### src/design/failsafe_monitor_top_defines.svh
// Assertion macros shared by the failsafe monitor.
`ifndef FAILSAFE_MONITOR_TOP_DEFINES_SVH
`define FAILSAFE_MONITOR_TOP_DEFINES_SVH
`ifndef NO_ASSERTIONS
`define FSMON_ASSERT(lbl, clk_s, rst_s, prop) \
  lbl: assert property (@(posedge clk_s) disable iff (!rst_s) prop) \
    else $error("failsafe monitor check failed");
`define FSMON_ASSERT_ALWAYS(lbl, clk_s, prop) \
  lbl: assert property (@(posedge clk_s) prop) \
    else $error("failsafe monitor reset check failed");
`else
`define FSMON_ASSERT(lbl, clk_s, rst_s, prop)
`define FSMON_ASSERT_ALWAYS(lbl, clk_s, prop)
`endif
`endif

### src/design/fsmon_pkg.sv
package fsmon_pkg;

  typedef enum logic [2:0] {
    ST_IDLE = 3'b001,
    ST_RUN  = 3'b010,
    ST_FIN  = 3'b100
  } state_t;

  typedef struct packed {
    logic load;
    logic step;
  } divctl_t;

  typedef struct packed {
    logic crit_lt;
    logic low_lt;
  } grade_t;

  localparam logic FUNC_UPDATE  = 1'b0;
  localparam logic FUNC_BATTERY = 1'b1;

  localparam logic [1:0] REG_ACT_TIMEOUT = 2'd0;
  localparam logic [1:0] REG_CELL_LOW    = 2'd1;
  localparam logic [1:0] REG_CELL_CRIT   = 2'd2;
  localparam logic [1:0] REG_OVERCURRENT = 2'd3;

  localparam logic [31:0] ACT_TIMEOUT_RST = 32'd10000;
  localparam logic [15:0] CELL_LOW_RST    = 16'd3300;
  localparam logic [15:0] CELL_CRIT_RST   = 16'd3000;
  localparam logic [30:0] OVERCURRENT_RST = 31'd100000;

  localparam int FLAG_RC   = 0;
  localparam int FLAG_FMU  = 1;
  localparam int FLAG_TO   = 2;
  localparam int FLAG_BATT = 3;

  localparam int WARN_LOW  = 0;
  localparam int WARN_CRIT = 1;
  localparam int WARN_OC   = 2;

  localparam int CNT_W = 5;
  localparam logic [CNT_W-1:0] CNT_LAST = 5'd31;

endpackage

### src/design/fsmon_divgrade.sv
module fsmon_divgrade
  import fsmon_pkg::*;
(
  input  logic        clk,
  input  divctl_t     ctl,
  input  logic [15:0] pack_mv,
  input  logic [7:0]  cell_num,
  input  logic [15:0] crit_mv,
  input  logic [15:0] low_mv,
  output grade_t      grade
);

  logic [15:0] d_sh_r;
  logic [7:0]  rem_r;
  logic [7:0]  cells_r;
  logic [15:0] cr_sh_r;
  logic [15:0] lo_sh_r;
  logic        crit_dec_r;
  logic        crit_lt_r;
  logic        low_dec_r;
  logic        low_lt_r;

  logic [8:0]  trial;
  logic [8:0]  diff;
  logic        qbit;

  // One quotient bit per cycle while ctl.step is high, most significant first, graded as it appears.
  assign trial = {rem_r, d_sh_r[15]};
  assign diff  = trial - {1'b0, cells_r};
  assign qbit  = (trial >= {1'b0, cells_r});

  always_ff @(posedge clk) begin
    if (ctl.load) begin
      d_sh_r     <= pack_mv;
      rem_r      <= '0;
      cells_r    <= cell_num;
      cr_sh_r    <= crit_mv;
      lo_sh_r    <= low_mv;
      crit_dec_r <= 1'b0;
      crit_lt_r  <= 1'b0;
      low_dec_r  <= 1'b0;
      low_lt_r   <= 1'b0;
    end else if (ctl.step) begin
      d_sh_r  <= {d_sh_r[14:0], 1'b0};
      rem_r   <= qbit ? diff[7:0] : trial[7:0];
      cr_sh_r <= {cr_sh_r[14:0], 1'b0};
      lo_sh_r <= {lo_sh_r[14:0], 1'b0};
      if (!crit_dec_r && (qbit != cr_sh_r[15])) begin
        crit_dec_r <= 1'b1;
        crit_lt_r  <= ~qbit;
      end
      if (!low_dec_r && (qbit != lo_sh_r[15])) begin
        low_dec_r <= 1'b1;
        low_lt_r  <= ~qbit;
      end
    end
  end

  assign grade.crit_lt = crit_lt_r;
  assign grade.low_lt  = low_lt_r;

endmodule

### src/design/failsafe_monitor_top.sv
// Each word is accepted while idle and then passes a 32-step bit-serial run that
// handles the time subtract or current magnitude, the sequence compare, the limit
// compares and the 16-step divider. A new word is not taken until its result is out.
// The output register holds a result while the next word is processed.
// Reset (synchronous, active low) clears the control, flag and output-valid state and restores the registers.
`include "failsafe_monitor_top_defines.svh"
module failsafe_monitor_top
  import fsmon_pkg::*;
(
  input  logic               clk,
  input  logic               rst_n,
  input  logic               in_valid,
  output logic               in_stall,
  input  logic               in_func,
  input  logic [31:0]        in_now_us,
  input  logic               in_rc_lost_in,
  input  logic               in_fmu_lost_in,
  input  logic               in_cmd_present,
  input  logic [31:0]        in_cmd_seq,
  input  logic [15:0]        in_voltage_mv,
  input  logic signed [31:0] in_current_ma,
  input  logic [7:0]         in_cell_count,
  output logic               out_valid,
  input  logic               out_stall,
  output logic [2:0]         out_battery_warnings,
  output logic [3:0]         out_condition_flags,
  output logic               out_any_active,
  output logic               out_armed_clear,
  input  logic               cfg_we,
  input  logic [1:0]         cfg_index,
  input  logic [31:0]        cfg_wdata
);

  state_t           st_r, st_nxt;
  logic [CNT_W-1:0] cnt_r;

  logic [31:0] act_timeout_r;
  logic [15:0] cell_low_r;
  logic [15:0] cell_crit_r;
  logic [30:0] overcurrent_r;

  logic        rc_lost_r, fmu_gone_r, act_to_r, batt_low_r, agg_r;
  logic [31:0] last_time_r, last_seq_r;

  logic        func_r, rc_in_r, fmu_in_r, present_r, sign_r, cells_nz_r;
  logic [31:0] x_sh_r, y_sh_r, p_sh_r, q_sh_r, t_sh_r;
  logic        ne_r, brw_r, seen_r, gt_r;

  logic        out_valid_r;
  logic [2:0]  out_warn_r;
  logic [3:0]  out_flags_r;
  logic        out_any_r;
  logic        out_clear_r;

  logic        accept, fire;
  logic        xb, yb, tb, eb, mb, sb;
  divctl_t     div_ctl;
  grade_t      grade;

  logic        rc_nxt, fmu_nxt, to_nxt, batt_nxt, agg_nxt, pulse_nxt;
  logic [31:0] time_nxt, seq_nxt;
  logic [2:0]  warn_nxt;
  logic [3:0]  flags_nxt;

  assign accept   = in_valid && (st_r == ST_IDLE);
  assign fire     = (st_r == ST_FIN) && (!out_valid_r || !out_stall);
  assign in_stall = (st_r != ST_IDLE);

  assign div_ctl.load = accept;
  assign div_ctl.step = (st_r == ST_RUN) && !cnt_r[CNT_W-1];

  fsmon_divgrade u_divgrade (
    .clk      (clk),
    .ctl      (div_ctl),
    .pack_mv  (in_voltage_mv),
    .cell_num (in_cell_count),
    .crit_mv  (cell_crit_r),
    .low_mv   (cell_low_r),
    .grade    (grade)
  );

  // Serial bit: elapsed time for an update, current magnitude for a battery word.
  assign xb = x_sh_r[0];
  assign yb = y_sh_r[0];
  assign tb = t_sh_r[0];
  assign eb = xb ^ yb ^ brw_r;
  assign mb = xb ^ (sign_r & seen_r);
  assign sb = (func_r == FUNC_BATTERY) ? mb : eb;

  always_comb begin
    st_nxt = st_r;
    unique case (st_r)
      ST_IDLE: if (in_valid) st_nxt = ST_RUN;
      ST_RUN:  if (cnt_r == CNT_LAST) st_nxt = ST_FIN;
      ST_FIN:  if (fire) st_nxt = ST_IDLE;
      default: st_nxt = ST_IDLE;
    endcase
  end

  always_comb begin
    rc_nxt    = rc_lost_r;
    fmu_nxt   = fmu_gone_r;
    to_nxt    = act_to_r;
    batt_nxt  = batt_low_r;
    agg_nxt   = agg_r;
    pulse_nxt = 1'b0;
    time_nxt  = last_time_r;
    seq_nxt   = last_seq_r;
    warn_nxt  = '0;
    if (func_r == FUNC_UPDATE) begin
      rc_nxt  = rc_in_r;
      fmu_nxt = fmu_in_r;
      if (present_r) begin
        if (ne_r) begin
          seq_nxt  = p_sh_r;
          time_nxt = x_sh_r;
          to_nxt   = 1'b0;
        end else if (gt_r && !act_to_r) begin
          to_nxt    = 1'b1;
          pulse_nxt = 1'b1;
        end
      end
      agg_nxt = rc_nxt | fmu_nxt | to_nxt | batt_low_r;
    end else begin
      if (cells_nz_r) begin
        if (grade.crit_lt) begin
          warn_nxt[WARN_CRIT] = 1'b1;
          batt_nxt            = 1'b1;
        end else if (grade.low_lt) begin
          warn_nxt[WARN_LOW] = 1'b1;
          batt_nxt           = 1'b1;
        end else begin
          batt_nxt = 1'b0;
        end
      end
      warn_nxt[WARN_OC] = gt_r;
    end
    flags_nxt            = '0;
    flags_nxt[FLAG_RC]   = rc_nxt;
    flags_nxt[FLAG_FMU]  = fmu_nxt;
    flags_nxt[FLAG_TO]   = to_nxt;
    flags_nxt[FLAG_BATT] = batt_nxt;
  end

  always_ff @(posedge clk) begin
    if (!rst_n) begin
      st_r          <= ST_IDLE;
      cnt_r         <= '0;
      act_timeout_r <= ACT_TIMEOUT_RST;
      cell_low_r    <= CELL_LOW_RST;
      cell_crit_r   <= CELL_CRIT_RST;
      overcurrent_r <= OVERCURRENT_RST;
      rc_lost_r     <= 1'b0;
      fmu_gone_r    <= 1'b0;
      act_to_r      <= 1'b0;
      batt_low_r    <= 1'b0;
      agg_r         <= 1'b0;
      last_time_r   <= '0;
      last_seq_r    <= '0;
      out_valid_r   <= 1'b0;
    end else begin
      st_r <= st_nxt;
      if (st_r == ST_RUN) begin
        cnt_r <= cnt_r + 1'b1;
      end else begin
        cnt_r <= '0;
      end
      if (cfg_we) begin
        unique case (cfg_index)
          REG_ACT_TIMEOUT: act_timeout_r <= cfg_wdata;
          REG_CELL_LOW:    cell_low_r    <= cfg_wdata[15:0];
          REG_CELL_CRIT:   cell_crit_r   <= cfg_wdata[15:0];
          REG_OVERCURRENT: overcurrent_r <= cfg_wdata[30:0];
          default:         act_timeout_r <= act_timeout_r;
        endcase
      end
      if (fire) begin
        rc_lost_r   <= rc_nxt;
        fmu_gone_r  <= fmu_nxt;
        act_to_r    <= to_nxt;
        batt_low_r  <= batt_nxt;
        agg_r       <= agg_nxt;
        last_time_r <= time_nxt;
        last_seq_r  <= seq_nxt;
        out_valid_r <= 1'b1;
      end else if (!out_stall) begin
        out_valid_r <= 1'b0;
      end
    end
  end

  always_ff @(posedge clk) begin
    if (accept) begin
      func_r     <= in_func;
      rc_in_r    <= in_rc_lost_in;
      fmu_in_r   <= in_fmu_lost_in;
      present_r  <= in_cmd_present;
      sign_r     <= in_current_ma[31];
      cells_nz_r <= (in_cell_count != '0);
      x_sh_r     <= (in_func == FUNC_BATTERY) ? in_current_ma : in_now_us;
      y_sh_r     <= last_time_r;
      p_sh_r     <= in_cmd_seq;
      q_sh_r     <= last_seq_r;
      t_sh_r     <= (in_func == FUNC_BATTERY) ? {1'b0, overcurrent_r} : act_timeout_r;
      ne_r       <= 1'b0;
      brw_r      <= 1'b0;
      seen_r     <= 1'b0;
      gt_r       <= 1'b0;
    end else if (st_r == ST_RUN) begin
      x_sh_r <= {x_sh_r[0], x_sh_r[31:1]};
      y_sh_r <= {y_sh_r[0], y_sh_r[31:1]};
      p_sh_r <= {p_sh_r[0], p_sh_r[31:1]};
      q_sh_r <= {q_sh_r[0], q_sh_r[31:1]};
      t_sh_r <= {t_sh_r[0], t_sh_r[31:1]};
      ne_r   <= ne_r | (p_sh_r[0] ^ q_sh_r[0]);
      brw_r  <= (~xb & yb) | (~(xb ^ yb) & brw_r);
      seen_r <= seen_r | xb;
      gt_r   <= (sb & ~tb) | (gt_r & ~(sb ^ tb));
    end
    if (fire) begin
      out_warn_r  <= warn_nxt;
      out_flags_r <= flags_nxt;
      out_any_r   <= agg_nxt;
      out_clear_r <= pulse_nxt;
    end
  end

  assign out_valid            = out_valid_r;
  assign out_battery_warnings = out_warn_r;
  assign out_condition_flags  = out_flags_r;
  assign out_any_active       = out_any_r;
  assign out_armed_clear      = out_clear_r;

  `FSMON_ASSERT(a_start_run, clk, rst_n, accept |=> st_r == ST_RUN && cnt_r == '0)
  `FSMON_ASSERT(a_clear_flags, clk, rst_n,
                out_valid && out_armed_clear |->
                out_condition_flags[FLAG_TO] && out_battery_warnings == '0)
  `FSMON_ASSERT(a_fire_once, clk, rst_n, fire |=> st_r == ST_IDLE && out_valid)
  `FSMON_ASSERT_ALWAYS(a_reset_idle, clk, !rst_n |=> !out_valid && st_r == ST_IDLE)

endmodule

### config.mk
export PLATFORM = sky130hd
export DESIGN_NAME = failsafe_monitor_top
export DESIGN_NICKNAME = d
export VERILOG_FILES = /design/src/design/fsmon_pkg.sv /design/src/design/fsmon_divgrade.sv /design/src/design/failsafe_monitor_top.sv
export VERILOG_INCLUDE_DIRS = /design/src /design/src/design
export SDC_FILE = /design/constraint.sdc
export NUM_CORES = 1
export LEC_CHECK = 0
export CAP_MARGIN = 0
export CORE_MARGIN = 2
export CORE_UTILIZATION = 55
export DETAILED_ROUTE_END_ITERATION = 8
export DONT_BUFFER_PORTS = 1
export PLACE_DENSITY = 0.7
export SKIP_LAST_GASP = 1
export SYNTH_ARGS = -nofsm -noshare
export SYNTH_HDL_FRONTEND = slang
export SYNTH_SLANG_ARGS = --single-unit
### constraint.sdc
create_clock -name clk -period 8.1 [get_ports clk]
set_clock_uncertainty 0.2 [all_clocks]
set_input_delay 2.43 -clock clk [delete_from_list [all_inputs] [get_ports clk]]
set_output_delay 2.43 -clock clk [all_outputs]
set_load 0.05 [all_outputs]
==> Word-level counts from Yosys, hierarchy flattened <==
Cells that the tools add are included.
{ "classes": {"magnitude_cmp": 1, "multipliers": 0, "mux": 40, "div_mod_pow": 0, "n_eq_ne": 14, "n_addsub": 2, "bitwise": 25, "n_shift": 0, "reduce_logical": 29} }
{ "ops": {"columns": ["operator", "n"], "rows": [
  ["$mux 32", 12],
  ["$mux 16", 6],
  ["$mux 1", 17],
  ["$reduce_and 2->1", 8],
  ["$ge 9x8->1", 1],
  ["$mux 3", 3],
  ["$pmux 3 s3", 1],
  ["$mux 8", 1],
  ["$not 1->1", 8],
  ["$reduce_bool 8->1", 1],
  ["$sub 8x8->8", 1],
  ["$or 1x1->1", 7],
  ["$logic_and 1x1->1", 6],
  ["$logic_not 1->1", 6],
  ["$ne 2x2->1 const B", 3],
  ["$reduce_or 3->1", 2],
  ["$add 5x1->5 const B", 1],
  ["$and 1x1->1", 5],
  ["$eq 5x5->1 const B", 1],
  ["$xor 1x1->1", 5],
  ["$eq 2x2->1 const B", 2],
  ["$reduce_and 4->1", 1],
  ["$reduce_bool 2->1", 2],
  ["$eq 3x1->1 const B", 1],
  ["9 further kinds", 10]
]} }
{ "totals": {"wordCells": 155, "regBits": 420, "latchBits": 0, "memories": 0, "ramBits": 0, "output_inout_bits": 11, "rom_bits": 0} }

==> Depth between registers and ports, before layout <==
{ "logic_depth": {"word_depth": 9, "depth_mapped": 8, "depth_no_buf": 8} }

==> By module <==
Synthesis repeated with hierarchy kept, for this count alone.
{ "hier_totals": {"hier_cells": 1548, "hier_area_um2": 17764.5} }
{ "modules_own_cells": {"columns": ["mod", "area_per_inst_um2", "instances", "cells_each", "seq_area_each_um2"], "rows": [
  ["failsafe_monitor_top", 14505.2, 1, 1305, 8798.4],
  ["fsmon_divgrade", 3259.4, 1, 243, 1921.8]
]} }

==> Least setup slack after synthesis <==
No wires, ideal clock.
{ "synth_timing": {"path_kind": "input-to-reg", "startpoint": "input in_valid", "endpoint": "register p_sh_r[0] (enable)", "path_slack_ns": 0.747, "arrival_ns": 5.830, "t_required_ns": 6.577, "cell_stages": 4, "path_buffers": 2, "path_cell_list": "nand4b_1 > clkbuf_1 > clkbuf_1 > nand2_1"} }
{ "synth_via": {"elab_chain_cells": 2} }
{ "synth_lines": {"columns": ["element", "line", "rtl"], "rows": [
  ["from (decl)", "failsafe_monitor_top.sv:12", "input logic in_valid,"],
  ["$logic_and 1x1->1", "failsafe_monitor_top.sv:65", "assign accept = in_valid && (st_r == ST_IDLE);"],
  ["$reduce_bool 2->1 (no source line)", null, null],
  ["to (signal assigned)", "failsafe_monitor_top.sv:202", "p_sh_r <= in_cmd_seq;"],
  ["to (signal assigned)", "failsafe_monitor_top.sv:212", "p_sh_r <= {p_sh_r[0], p_sh_r[31:1]};"],
  ["to (decl)", "failsafe_monitor_top.sv:46", "logic [31:0] x_sh_r, y_sh_r, p_sh_r, q_sh_r, t_sh_r;"]
]} }
Every way passes these cells.
A chain may end at the register's enable or synchronous reset.

==> Worst setup path after layout <==
{ "layout_timing": {"startpoint": "input in_valid", "endpoint": "register t_sh_r[27] (enable)"} }
{ "layout_via": {"elab_chain_cells": 2} }
{ "layout_lines": {"columns": ["element", "line", "rtl"], "rows": [
  ["$logic_and 1x1->1", "failsafe_monitor_top.sv:65", null],
  ["$reduce_bool 2->1 (no source line)", null, null],
  ["to (signal assigned)", "failsafe_monitor_top.sv:204", "t_sh_r <= (in_func == FUNC_BATTERY) ? {1'b0, overcurrent_r} : act_timeout_r;"],
  ["to (signal assigned)", "failsafe_monitor_top.sv:214", "t_sh_r <= {t_sh_r[0], t_sh_r[31:1]};"],
  ["to (decl)", "failsafe_monitor_top.sv:46", null]
]} }
Every way passes these cells.

==> out/metrics.cfg <==
[routing]
via_per_inst = 5.52
drt-met1-wl_mm = 16.1
routed-wl-met2_mm = 17.3
antenna_left = 0
dr_wl_met3_mm = 2.24
avgRoutedWirePerCell_um = 16.5
routed_wl_mm = 36.5
drcViolationCount = 0
vias = 12200
first_iter_violations = 963
top_layer = met4
first_pass_iters = 5

[sta]
hold_viol = 0
worst_pin_slew_ps = 1130
fmax_mhz = 219
rsz0062_at_grt = no
slew_violations = 0
min_period_over_period_pct = 56.3
layout_min_cycle_time_ps = 4560
slew_headroom_pct = 24.3
fin_tns_setup_ps = 0
setup_violations = 0

[floorplan]
fp.dieH_um = 183
start_util_pct = 55.9
core_area_um2 = 31600
io_pins = 174
rows = 65
dieArea_um2 = 33600
fp.dieW_um = 183

[synthesis]
ys.flop_type = edfxtp_1
ys_types = 60
synth_top_area_cell = edfxtp_1
async_reset_ff_share_pct = 0
avgSynthCellArea_um2 = 9.64
synth_warnings = 0
syn_inst = 1835
synth.top_cell.area_share_pct = 39.2
netlist_area_um2 = 17700
synth_nets = 2011
synth-seq-cells = 420
ys_top_cells_by_area = edfxtp_1 (39%), dfxtp_1 (21%), nand2_1 (16%)
synth_edf_count = 231
yosysSeqAreaShare_pct = 60.6

[placed_design]
numPortBuffers = 0
dp.cells = 2134
place_area_um2 = 17800
place_congestion = 0.817
dpl.hpwl_mm = 21.7

[clock_network]
cts.sinks = 420
cts_root_buf = clkbuf_16
post_cts_buffers = 0
cts_buffers = 44
max-clock-path-buffers = 3
cts_resized = 0
clkLatencyLatePin_ps = 530
h-tree-depth = 2
cts_tree = yes
path_clk_slew_ps = 50
ctsHoldBuffers = 0

[global_route]
grt_pass1_vias = 11500
grt_max_degree = 172
grt-ovfl-total = 0
antenna_found_initial = 0
grt_pass1_wl_mm = 58.4
grtUsageTotal_pct = 21.5

[critical_path]
crit_buf_inv = 2
cp_slowest_cell = buf_4
critPathRequiredTime_ps = 8040
path_cells = nand4b_1, buf_4, nand2_4, buf_4
crit_path_frequent_cell = buf_4
max_stage_delay_ps = 800
crit_arrival_ps = 4500
worstPathMaxFanout = 89
startpoint_type = input pin
cp-end-kind = flop
crit_family = buffers and inverters
path_class = input pin to flop

[run]
drv_cap = 0

[finish]
regArea_um2 = 10700
nets = 1954
drive_gt1_share_pct = 5.19
n_antenna_cell = 0
fill_cells = 2671
area_delta_synth_final_pct = 8.60
final_cell_count_no_fill = 2212
final_util_pct = 60.7
final_area_um2 = 19200
multi_input_area_um2 = 6440
final_cell_mix = nand2_1 (759), edfxtp_1 (231), dfxtp_1 (189), nor2_1 (89), a21boi_0 (79)
final_common_cell = nand2_1

[power]
total_power_uw = 4790
vdd_drop_max_mv = 0.192
power_density_nw_per_um2 = 249
leakage_uw = 0.00748

[outcome]
status = finished clean

[worst_hold_path]
min_path_type = flop to flop

==> kinds of logic after synthesis <==
group | count (synthesis) | synth area share [%]
muxes | 71 | 4.03
adders and majority gates | 13 | 1.00
and+or+nand+nor | 935 | 21.0
DFF | 420 | 60.6
buffers and inverters | 131 | 3.12
AOI/OAI and AO/OA | 259 | 9.96
xor gates and xnor gates | 6 | 0.297
==> path summary, 6_finish.rpt <==
check | cells after the start | startpoint | slack (ps) | endpoint
worst min-delay path | 1 | cnt_r[0] | 250 | cnt_r[0]
worst max register to register | 5 | st_r[2] | 4920 | t_sh_r[27]
worst max-delay path | 4 | in_valid | 3540 | t_sh_r[27]
worst min register to register | 1 | cnt_r[0] | 250 | cnt_r[0]
==> state kept, by name, indices dropped and copies added, names as in the netlist, 3 cells and up <==
signal	flops
cell_low_r	16
overcurrent_r	31
cnt_r	5
last_time_r	32
q_sh_r	32
t_sh_r	32
out_battery_warnings	3
last_seq_r	32
u_divgrade.lo_sh_r	16
p_sh_r	32
act_timeout_r	32
u_divgrade.cells_r	8
st_r	3
u_divgrade.d_sh_r	16
x_sh_r	32
u_divgrade.rem_r	8
out_condition_flags	4
cell_crit_r	16
y_sh_r	32
u_divgrade.cr_sh_r	16
==> Yosys cell counts, types with 3 or more instances <==
library cell / instances
buf_1: 12
a31oi_1: 3
nand3_1: 34
o31ai_1: 4
nand3b_1: 3
inv_1: 16
xor2_1: 4
nor3_1: 6
buf_6: 8
a21boi_1: 60
mux2i_1: 69
and3_1: 7
ha_1: 11
a21boi_0: 79
and2_1: 4
nand2_1: 760
nor2b_1: 6
edfxtp_1: 231
nand2b_1: 7
a211oi_1: 3
nor2_1: 89
o21ai_0: 9
a21oi_1: 76
dfxtp_1: 189
clkbuf_1: 94
==> final cells by class <==
class,count,area share [%]
Clock buffer,55,6.26
Clock inverter,23,1.01
Inverter,17,0.371
Multi-Input combinational cell,1284,33.5
Sequential cell,420,55.8
Tap cell,402,2.62
Timing Repair Buffer,11,0.430
==> power breakdown <==
group,total (µW),switching [µW],internal [µW]
combinational,338,226,113
sequential,2490,56.7,2440
clock,1950,809,1140
==> per-stage QoR <==
stage,worst slack (ps),hold WS (ps)
2_1_floorplan,747,218
3_3_place_gp,2950,233
3_5_place_dp,2940,245
4_1_cts,3490,253
5_1_grt,3320,266
6_report,3540,251
==> per-layer routing <==
| metal | vias up | global-route usage (%) |
|---|---|---|
| met5 | - | 0 |
| met4 | 0 | 6.21 |
| met3 | 72 | 4.59 |
| met2 | 310 | 34.8 |
| met1 | 5805 | 29.2 |
| li1 | 6022 | - |
Power figures use the tool's default switching activity.
